$ cat src/hw/rtl/itrs_pkg.sv
// ----------------------------------------------------------------------------
// itrs_pkg: shared definitions for the integer to radix string block
// Sequencer states, register indexes, character codes and the divider step.
// ----------------------------------------------------------------------------
package itrs_pkg;

  // Sequencer states
  typedef enum logic [2:0] {
    ST_IDLE,
    ST_CHECK,
    ST_DIV,
    ST_FETCH,
    ST_LOAD,
    ST_SEND
  } itrs_state_t;

  // Widths and limits fixed by the register layout
  localparam int DEF_VALUE_BITS = 32;
  localparam int MAX_RADIX      = 16;
  localparam int ALPHA_SLOTS    = 16;
  localparam int SYM_W          = 8;
  localparam int RADIX_W        = 5;
  localparam int DIGIT_W        = 4;
  localparam int SLOT_W         = 4;
  localparam int CHUNK_W        = 4;
  localparam int CFG_IDX_W      = 2;
  localparam int CFG_DATA_W     = 64;

  // Register indexes
  localparam logic [CFG_IDX_W-1:0] REG_RADIX      = 2'd0;
  localparam logic [CFG_IDX_W-1:0] REG_ALPHA_LOW  = 2'd1;
  localparam logic [CFG_IDX_W-1:0] REG_ALPHA_HIGH = 2'd2;

  // Character codes
  localparam logic [SYM_W-1:0] CH_TAB   = 8'd9;
  localparam logic [SYM_W-1:0] CH_CR    = 8'd13;
  localparam logic [SYM_W-1:0] CH_SPACE = 8'd32;
  localparam logic [SYM_W-1:0] CH_PLUS  = 8'h2B;
  localparam logic [SYM_W-1:0] CH_MINUS = 8'h2D;
  localparam logic [SYM_W-1:0] CH_NONE  = 8'd0;

  // One divider step result: partial remainder and quotient bits
  typedef struct packed {
    logic [RADIX_W-1:0] rem;
    logic [CHUNK_W-1:0] quo;
  } div_step_t;

  // Whitespace and sign characters may not serve as digits
  function automatic logic is_forbidden(input logic [SYM_W-1:0] c);
    return c inside {[CH_TAB:CH_CR], CH_SPACE, CH_PLUS, CH_MINUS};
  endfunction

  // Restoring division of {rem, nib} by r, one dividend bit per step
  function automatic div_step_t div_step(input logic [RADIX_W-1:0] rem,
                                         input logic [CHUNK_W-1:0] nib,
                                         input logic [RADIX_W-1:0] r);
    logic [RADIX_W:0]   t;
    logic [RADIX_W-1:0] cur;
    div_step_t          res;
    cur = rem;
    res.quo = '0;
    for (int b = CHUNK_W - 1; b >= 0; b--) begin
      t = {cur, nib[b]};
      if (t >= {1'b0, r}) begin
        cur = RADIX_W'(t - {1'b0, r});
        res.quo[b] = 1'b1;
      end else begin
        cur = t[RADIX_W-1:0];
      end
    end
    res.rem = cur;
    return res;
  endfunction

endpackage

$ cat src/hw/rtl/integer_to_radix_string_top.sv
// ----------------------------------------------------------------------------
// integer_to_radix_string_top: signed integer to text in a configured radix
// Checks the alphabet, extracts digits with a shared chunk divider, then
// streams sign and digit characters most significant first.
// ----------------------------------------------------------------------------
// Usage:
//   Write radix (index 0) and the two alphabet words (indexes 1 and 2) on the
//   cfg port while the block is idle. Each input beat carries one signed
//   value; the output stream carries one character per beat, '-' first for
//   negatives, tlast on the final digit. An invalid radix or alphabet gives a
//   single beat with tdata zero, tuser set and tlast set.
//   Sequence: the alphabet check visits one symbol at a time (up to 16).
//   Digit extraction runs one 4-bit chunk of the magnitude per cycle through
//   the shared divider, and each digit is one full pass over the chunks of
//   the magnitude. Each digit character then goes through a digit memory
//   read, an output load and its beat; the '-' beat is loaded at the end of
//   the division. After the last beat the block returns to idle, and only
//   then takes the next input beat.
//   The input is ready only when the block is idle; while the receiver
//   stalls, the output beat holds and the block waits.
//   Reset clears the sequencer and the configuration registers to zero.
// ----------------------------------------------------------------------------
module integer_to_radix_string_top
  import itrs_pkg::*;
#(
  parameter int VALUE_BITS = DEF_VALUE_BITS
) (
  input  logic                                clk,
  input  logic                                rst,
  // input stream
  input  logic                                s_axis_tvalid,
  output logic                                s_axis_tready,
  input  logic [((VALUE_BITS+7)/8)*8-1:0]     s_axis_tdata,  // value
  // output stream
  output logic                                m_axis_tvalid,
  input  logic                                m_axis_tready,
  output logic [SYM_W-1:0]                    m_axis_tdata,  // out_char
  output logic                                m_axis_tlast,
  output logic [0:0]                          m_axis_tuser,  // bad_base
  // configuration write port
  input  logic                                cfg_we,
  input  logic [CFG_IDX_W-1:0]                cfg_addr,
  input  logic [CFG_DATA_W-1:0]               cfg_wdata
);

  localparam int MAG_W  = ((VALUE_BITS + CHUNK_W - 1) / CHUNK_W) * CHUNK_W;
  localparam int NCHUNK = MAG_W / CHUNK_W;
  localparam int CNT_W  = $clog2(NCHUNK);
  localparam int PTR_W  = $clog2(VALUE_BITS + 1);
  localparam int ADDR_W = $clog2(VALUE_BITS);

  // Configuration registers
  logic [RADIX_W-1:0]        radix;
  logic [CFG_DATA_W-1:0]     alphabet_low;
  logic [CFG_DATA_W-1:0]     alphabet_high;
  logic [2*CFG_DATA_W-1:0]   alpha;

  // Sequencer and datapath registers
  itrs_state_t               state, state_next;
  logic                      neg;
  logic [MAG_W-1:0]          w;
  logic [RADIX_W-1:0]        rem;
  logic [CNT_W-1:0]          chunk_cnt;
  logic [PTR_W-1:0]          nd;
  logic [SLOT_W-1:0]         chk_idx;
  logic [SYM_W-1:0]          out_char;
  logic                      out_last;
  logic                      out_bad;

  // Digit memory
  logic [DIGIT_W-1:0]        digit_mem [VALUE_BITS];
  logic [DIGIT_W-1:0]        rd_data;
  logic [PTR_W-1:0]          rd_ptr;

  // Combinational helpers
  logic [VALUE_BITS-1:0]     raw;
  logic [VALUE_BITS-1:0]     mag;
  logic [SYM_W-1:0]          cur_sym;
  logic                      chk_bad;
  logic                      chk_done;
  div_step_t                 step;
  logic [MAG_W-1:0]          w_next;
  logic                      digit_end;
  logic                      div_done;
  logic                      in_beat;
  logic                      out_beat;

  assign alpha = {alphabet_high, alphabet_low};

  // Take configuration writes; unused index is ignored
  always_ff @(posedge clk) begin
    if (rst) begin
      radix         <= '0;
      alphabet_low  <= '0;
      alphabet_high <= '0;
    end else if (cfg_we) begin
      case (cfg_addr)
        REG_RADIX:      radix         <= cfg_wdata[RADIX_W-1:0];
        REG_ALPHA_LOW:  alphabet_low  <= cfg_wdata;
        REG_ALPHA_HIGH: alphabet_high <= cfg_wdata;
        default: ;
      endcase
    end
  end

  // Form magnitude of the incoming value
  assign raw = s_axis_tdata[VALUE_BITS-1:0];
  assign mag = raw[VALUE_BITS-1] ? (~raw + 1'b1) : raw;

  // Check one alphabet symbol against the rules and all earlier symbols
  always_comb begin
    cur_sym = alpha[chk_idx*SYM_W +: SYM_W];
    chk_bad = (radix < RADIX_W'(2)) || (int'(radix) > MAX_RADIX) ||
              (int'(radix) > ALPHA_SLOTS) || is_forbidden(cur_sym);
    for (int j = 0; j < ALPHA_SLOTS; j++) begin
      if ((SLOT_W'(j) < chk_idx) && (alpha[j*SYM_W +: SYM_W] == cur_sym)) begin
        chk_bad = 1'b1;
      end
    end
    chk_done = (({1'b0, chk_idx} + 1'b1) == radix);
  end

  // Divide the working value by radix, one chunk per cycle
  always_comb begin
    step      = div_step(rem, w[MAG_W-1 -: CHUNK_W], radix);
    w_next    = {w[MAG_W-CHUNK_W-1:0], step.quo};
    digit_end = (chunk_cnt == CNT_W'(NCHUNK - 1));
    div_done  = digit_end && (w_next == '0);
  end

  assign in_beat  = s_axis_tvalid && s_axis_tready;
  assign out_beat = m_axis_tvalid && m_axis_tready;
  assign rd_ptr   = nd - 1'b1;

  // Hold sequencer state
  always_ff @(posedge clk) begin
    if (rst) begin
      state <= ST_IDLE;
    end else begin
      state <= state_next;
    end
  end

  // Next state and handshake outputs
  always_comb begin
    state_next    = state;
    s_axis_tready = (state == ST_IDLE);
    m_axis_tvalid = (state == ST_SEND);
    case (state)
      ST_IDLE: begin
        if (in_beat) state_next = ST_CHECK;
      end
      ST_CHECK: begin
        if (chk_bad) begin
          state_next = ST_SEND;
        end else if (chk_done) begin
          state_next = ST_DIV;
        end
      end
      ST_DIV: begin
        if (div_done) state_next = neg ? ST_SEND : ST_FETCH;
      end
      ST_FETCH: state_next = ST_LOAD;
      ST_LOAD:  state_next = ST_SEND;
      ST_SEND: begin
        if (out_beat) state_next = out_last ? ST_IDLE : ST_FETCH;
      end
      default: state_next = ST_IDLE;
    endcase
  end

  // Advance counters and the working value
  always_ff @(posedge clk) begin
    if (rst) begin
      nd        <= '0;
      chunk_cnt <= '0;
      chk_idx   <= '0;
    end else begin
      case (state)
        ST_IDLE: begin
          if (in_beat) begin
            nd        <= '0;
            chunk_cnt <= '0;
            chk_idx   <= '0;
          end
        end
        ST_CHECK: chk_idx <= chk_idx + 1'b1;
        ST_DIV: begin
          if (digit_end) begin
            chunk_cnt <= '0;
            nd        <= nd + 1'b1;
          end else begin
            chunk_cnt <= chunk_cnt + 1'b1;
          end
        end
        ST_LOAD: nd <= nd - 1'b1;
        default: ;
      endcase
    end
  end

  // Payload registers: working value, remainder, output beat
  always_ff @(posedge clk) begin
    case (state)
      ST_IDLE: begin
        if (in_beat) begin
          neg <= raw[VALUE_BITS-1];
          w   <= MAG_W'(mag);
          rem <= '0;
        end
      end
      ST_CHECK: begin
        if (chk_bad) begin
          out_char <= CH_NONE;
          out_last <= 1'b1;
          out_bad  <= 1'b1;
        end
      end
      ST_DIV: begin
        w   <= w_next;
        rem <= digit_end ? '0 : step.rem;
        if (div_done) begin
          out_char <= CH_MINUS;
          out_last <= 1'b0;
          out_bad  <= 1'b0;
        end
      end
      ST_LOAD: begin
        out_char <= alpha[rd_data*SYM_W +: SYM_W];
        out_last <= (nd == PTR_W'(1));
        out_bad  <= 1'b0;
      end
      default: ;
    endcase
  end

  // Store each finished digit; read the next one to emit
  always_ff @(posedge clk) begin
    if (state == ST_DIV && digit_end) begin
      digit_mem[nd[ADDR_W-1:0]] <= step.rem[DIGIT_W-1:0];
    end
    rd_data <= digit_mem[rd_ptr[ADDR_W-1:0]];
  end

  assign m_axis_tdata    = out_char;
  assign m_axis_tlast    = out_last;
  assign m_axis_tuser[0] = out_bad;

  // Input and output never handshake in the same cycle
  assert property (@(posedge clk) disable iff (rst)
    !(s_axis_tready && m_axis_tvalid))
    else $error("input ready while an output beat is pending");

  // Error beat is a single zero character closing the result
  assert property (@(posedge clk) disable iff (rst)
    (m_axis_tvalid && m_axis_tuser[0]) |-> (m_axis_tlast && m_axis_tdata == CH_NONE))
    else $error("error beat malformed");

  // Partial remainder stays below the radix
  assert property (@(posedge clk) disable iff (rst)
    (state == ST_DIV) |-> (rem < radix))
    else $error("divider remainder out of range");

  // A digit load always has a stored digit behind it
  assert property (@(posedge clk) disable iff (rst)
    (state == ST_LOAD) |-> (nd != '0))
    else $error("digit load with empty digit memory");

endmodule
$ cat config.mk
export PLATFORM = sky130hd
export DESIGN_NAME = integer_to_radix_string_top
export DESIGN_NICKNAME = d
export VERILOG_FILES = /design/src/hw/rtl/itrs_pkg.sv /design/src/hw/rtl/integer_to_radix_string_top.sv
export SDC_FILE = /design/constraint.sdc
export NUM_CORES = 1
export LEC_CHECK = 0
export BUFFER_PORTS_ARGS = -buffer_cell sky130_fd_sc_hd__buf_2
export CORE_UTILIZATION = 42
export DETAILED_ROUTE_END_ITERATION = 8
export PLACE_DENSITY_LB_ADDON = 0.05
export SETUP_SLACK_MARGIN = 0.15
export SLEW_MARGIN = 10
export SYNTH_ARGS = -nofsm -noshare
export SYNTH_HDL_FRONTEND = slang
export SYNTH_SLANG_ARGS = --single-unit
$ cat constraint.sdc
create_clock -name clk -period 19.7 [get_ports clk]
set_input_delay 0.985 -clock clk [delete_from_list [all_inputs] [get_ports clk]]
set_output_delay 0.985 -clock clk [all_outputs]
set_load 0.005 [all_outputs]
-- After elaboration in Yosys (flattened, before gate mapping)
Memory sizes are Yosys's and may differ from the RTL's. A register that Yosys moved wholly into a read port is not among the register bits.
Index checks and enable logic that the tools add are counted.
- logic and storage cells: 182
- flip-flop bits (word level): 197
- memories: 1
- memory bits (writable): 128
- add/subtract/negate cells: 10
- bitwise logic cells: 1
- equal/unequal tests: 35
- muxes and demuxes: 55
- reduce and logical (&&, ||, !) cells: 41
- order comparisons: 24
- shifts and indexed selects: 2
- memories (memory ; words ; width ; read ports ; clocked after memory_dff ; write ports ; RTL line ; source):
    digit_mem ; 32 ; 4 ; 1 ; 1 ; 1 ; integer_to_radix_string_top.sv:71 ; logic [DIGIT_W-1:0] digit_mem [VALUE_BITS];
- operators by type and width (operator ; count):
    indexed part select 128 x 8 -> 8 bit ; 2
    equality test 8 bit ; 16
    two-way mux 32 bit ; 2
    case mux 32 bit (2 select lines) ; 1
    adder 32 x 1 -> 32 bit, second input constant ; 1
    logical NOT 32 bit ; 1
    less-than comparator 4 bit, first input constant ; 8
    inverter 32 bit ; 1
    two-way mux 5 bit ; 6
    equality test 8 x 6 -> 1 bit, second input constant ; 3
    greater-or-equal comparator 6 x 5 -> 1 bit ; 4
    two-way mux 1 bit ; 24
    two-way mux 3 bit ; 8
    case mux 8 bit (3 select lines) ; 1
    logical AND 1 bit ; 21
    subtractor 5 bit ; 4
    case mux 3 bit (6 select lines) ; 1
    case mux 6 bit (3 select lines) ; 1
    less-than comparator 3 x 4 -> 1 bit, first input constant ; 4
    two-way mux 8 bit ; 2
    two-way mux 6 bit ; 2
    AND reduction 2 bit ; 6
    case mux 5 bit (2 select lines) ; 1
    equality test 3 bit, second input constant ; 3
    other kinds (33) ; 45

-- Depth between registers and ports, before layout
- depth after elaboration: 23
- depth in mapped cells: 34

-- Worst setup path before layout
Ideal clock, no wire load.
- path kind: flip-flop to flip-flop
- start point: reg radix[1]
- end point: reg rem[0], data pin
- data required time: 19.540 ns
- arrival: 7.238 ns
- buffers on the path: 0
- clock period less this slack: 7.398 ns
- stages on the path, launching flop included: 31
- setup time: 0.160 ns
- setup slack: 12.302 ns
- cell sequence: dfxtp_1 inv_1 ha_1 and3_1 a311oi_1 a21bo_1 mux2_2 ha_1 nor2b_1 o21ai_0 nand3_1 a221o_1 nor2_1 a21oi_1 ha_1 nor2b_1 o21ai_0 nand2b_1 a41o_1 a21oi_1 o211ai_2 nor2_1 a21oi_1 fa_1 a21o_1 a21oi_1 nand2_1 a21oi_1 nand2_1 a21oi_1 nor3b_1
- RTL lines (what ; RTL line ; source):
    start: declaration ; integer_to_radix_string_top.sv:53 ; logic [RADIX_W-1:0] radix;
    start signal: assignment ; integer_to_radix_string_top.sv:98 ; REG_RADIX: radix <= cfg_wdata[RADIX_W-1:0];
    end signal: assignment ; integer_to_radix_string_top.sv:221 ; rem <= digit_end ? '0 : step.rem;
    end: declaration ; integer_to_radix_string_top.sv:62 ; logic [RADIX_W-1:0] rem;

==> flow_summary.json <==
{
  "path_max_fanout": 33,
  "synth.most_common_cell": "nand2_1",
  "drc": 0,
  "row_count": 77,
  "syn_nets": 2004,
  "min_path_cells": 2,
  "grt_max_degree": 81,
  "relSlewSlack_pct": 29.6,
  "drive_gt1_share_pct": 16.9,
  "grt_use_total_pct": 26.3,
  "gp_congestion": 0.933,
  "finalMaxSlewViolations": 0,
  "hold_path.class": "reg -> reg",
  "drtIter0Drc": 1226,
  "yosys_warnings": 0,
  "finalHoldViolCount": 0,
  "synthArstFlopShare_pct": 0,
  "cts_root_buf": "clkbuf_16",
  "core_area_um2": 44600,
  "n_antenna_cell": 0,
  "port_buffers": 114,
  "syn_area_per_cell_um2": 10.3,
  "cts.path.max_buffers": 3,
  "outcome": "complete, no violations",
  "fin_skew_ps": 18.6,
  "worstSetupPathType": "reg -> reg",
  "worst_slew_pin_slew_ps": 1050,
  "grt_overflow": 0,
  "synth_cell_types": 91,
  "clk_pin_slew_ps": 70,
  "cts_tree": "done",
  "wire_per_inst_um": 24.0,
  "cpMostUsedCell": "a21oi_1",
  "finalCriticalPeriod_ps": 8300,
  "io_pins": 115,
  "grt_pass1_vias": 14483,
  "cp-start-kind": "register",
  "fmax_ghz": 0.120,
  "vias": 14668,
  "syn_area_um2": 19200,
  "p_per_area_nw_per_um2": 173,
  "setup_tns_ps": 0,
  "slowest_stage": "mux2_2",
  "rsz0062_at_grt": "no",
  "grt_antenna_before_repair": 1,
  "max_cap_viol_count": 0,
  "area_growth_pct": 11.0,
  "fillerInstances": 4212,
  "cts_hold_buffers": 0,
  "cts_max_level": 2,
  "dieArea_um2": 46500,
  "ys_seq_area_share_pct": 43.5,
  "avgViaCountPerCell": 5.79,
  "ctsResizeCount": 0,
  "drt-total-wl_um": 60900,
  "yosys_register_bits": 329,
  "synth-edff-count": 176,
  "required_ps": 20080,
  "cts_sinks": 329,
  "firstDrtPassIters": 6,
  "postCtsSetupBuffers": 0,
  "synth.top_cell.area_share_pct": 27.6,
  "finalPower_uw": 3690,
  "fin_util_pct": 47.7,
  "place_hpwl_um": 43900,
  "finalSetupViolations": 0,
  "post-place-ws_ps": 11500,
  "cp-end-kind": "register",
  "final_nets": 2055,
  "die_h_um": 216,
  "reg2regPathDepth": 29,
  "cellLeakagePower_uw": 0.00707,
  "clock_latency_ps": 570,
  "min_period_over_period_pct": 42.2,
  "numCtsBuffers": 38,
  "max_stage_delay_ps": 730,
  "grt_first_pass_wirelength_um": 92100,
  "setup_slack_ps": 11400,
  "synth.area.top_cells": "edfxtp_1, dfxtp_1, mux4_2",
  "synth_cells": 1867,
  "synth_common_cells": "nand2_1, edfxtp_1, a21oi_1",
  "fp.dieW_um": 216,
  "initial_utilization_pct": 43.0,
  "cp_data_arrival_time_ps": 8690,
  "ir_worst_vdd_mv": 0.345,
  "yosysTopAreaCell": "edfxtp_1",
  "ant_nets": 0,
  "synth_ff_type": "edfxtp_1"
}
-- cells in the final DEF (no fill, tap or decap), drive strengths merged, types with 10 or more instances in the layout --
cell	netlist	layout
o21ai	66	66
nand2	354	354
nand4	19	19
edfxtp	176	176
ha	30	30
clkbuf	86	51
mux2	15	15
o31ai	10	10
inv	33	35
mux4	85	85
buf	36	133
nand3	32	32
mux2i	77	77
xnor2	111	111
xor2	100	100
a22oi	20	20
a21oi	164	164
clkinv	1	10
dfxtp	153	153
nor3	18	18
nor2	92	92
nor4	24	24
or3	19	19
-- area by class of cell --
cell class | count | area [um2] | area share (%)
multi-input cells | 1382 | 10100 | 47.7
repair buffers | 133 | 716 | 3.36
well taps | 592 | 741 | 3.48
inverters | 34 | 128 | 0.600
flip-flops and latches | 329 | 8350 | 39.3
clock inverters | 14 | 143 | 0.670
clock buffers | 51 | 1060 | 4.98
-- metrics by stage --
step,instance area [um2],hold WS [ps],cells
after floorplan,19200,446,1867
after global placement,20100,469,2470
after detailed placement,20100,484,2470
after CTS,21300,493,2535
after global routing,21300,512,2535
final,21300,486,2535
-- critical path: cells and delay by family (launching register included) --
kind / cells / cell delay, ps
compound gates: 13 / 3260
buf+inv: 1 / 280
mux: 2 / 1050
fa+ha+maj: 4 / 1480
flops: 1 / 530
simple gates: 9 / 1490
-- power by group --
part	switching [uW]	internal, uW	leakage (uW)
clock network	292	394	0.000582
registers	67.8	1320	0.00285
logic	1080	538	0.00364
total	1440	2250	0.00707
-- flip-flops by register name (all words and copies together), names as in the netlist --
signal	cells
alphabet_high	64
digit_mem	128
chunk_cnt	3
neg	1
m_axis_tdata	8
w	32
m_axis_tuser	1
nd	6
alphabet_low	64
m_axis_tlast	1
rd_data	4
rem	5
state	3
radix	5
chk_idx	4
-- kinds of logic after synthesis --
logic type      synth area share, %
mux                            14.9
simple gates                   14.4
fa+ha+maj                      2.38
xor+xnor                       9.64
flops                          43.5
buf+inv                        3.69
compound gates                 11.4
-- per-layer routing --
layer | vias to the layer above | GRT usage (%) | share of wire, %
met1 | 7203 | 33.9 | 42
met3 | 132 | 2.83 | 5.0
met4 | 0 | 10.9 | 3.8
met2 | 478 | 44.9 | 49
met5 | - | 0 | 0
li1 | 6855 | - | -
-- worst paths after layout --
check / from / endpoint / slack, ps
min: alphabet_high[60]$_SDFFE_PP0P_ / alphabet_high[60]$_SDFFE_PP0P_ / 490
min reg2reg: alphabet_high[60]$_SDFFE_PP0P_ / alphabet_high[60]$_SDFFE_PP0P_ / 490
max: radix[1]$_SDFFE_PP0P_ / rem[3]$_SDFFCE_PN0P_ / 11400
max reg2reg: radix[1]$_SDFFE_PP0P_ / rem[3]$_SDFFCE_PN0P_ / 11400
(Power assumes the default switching activity.)
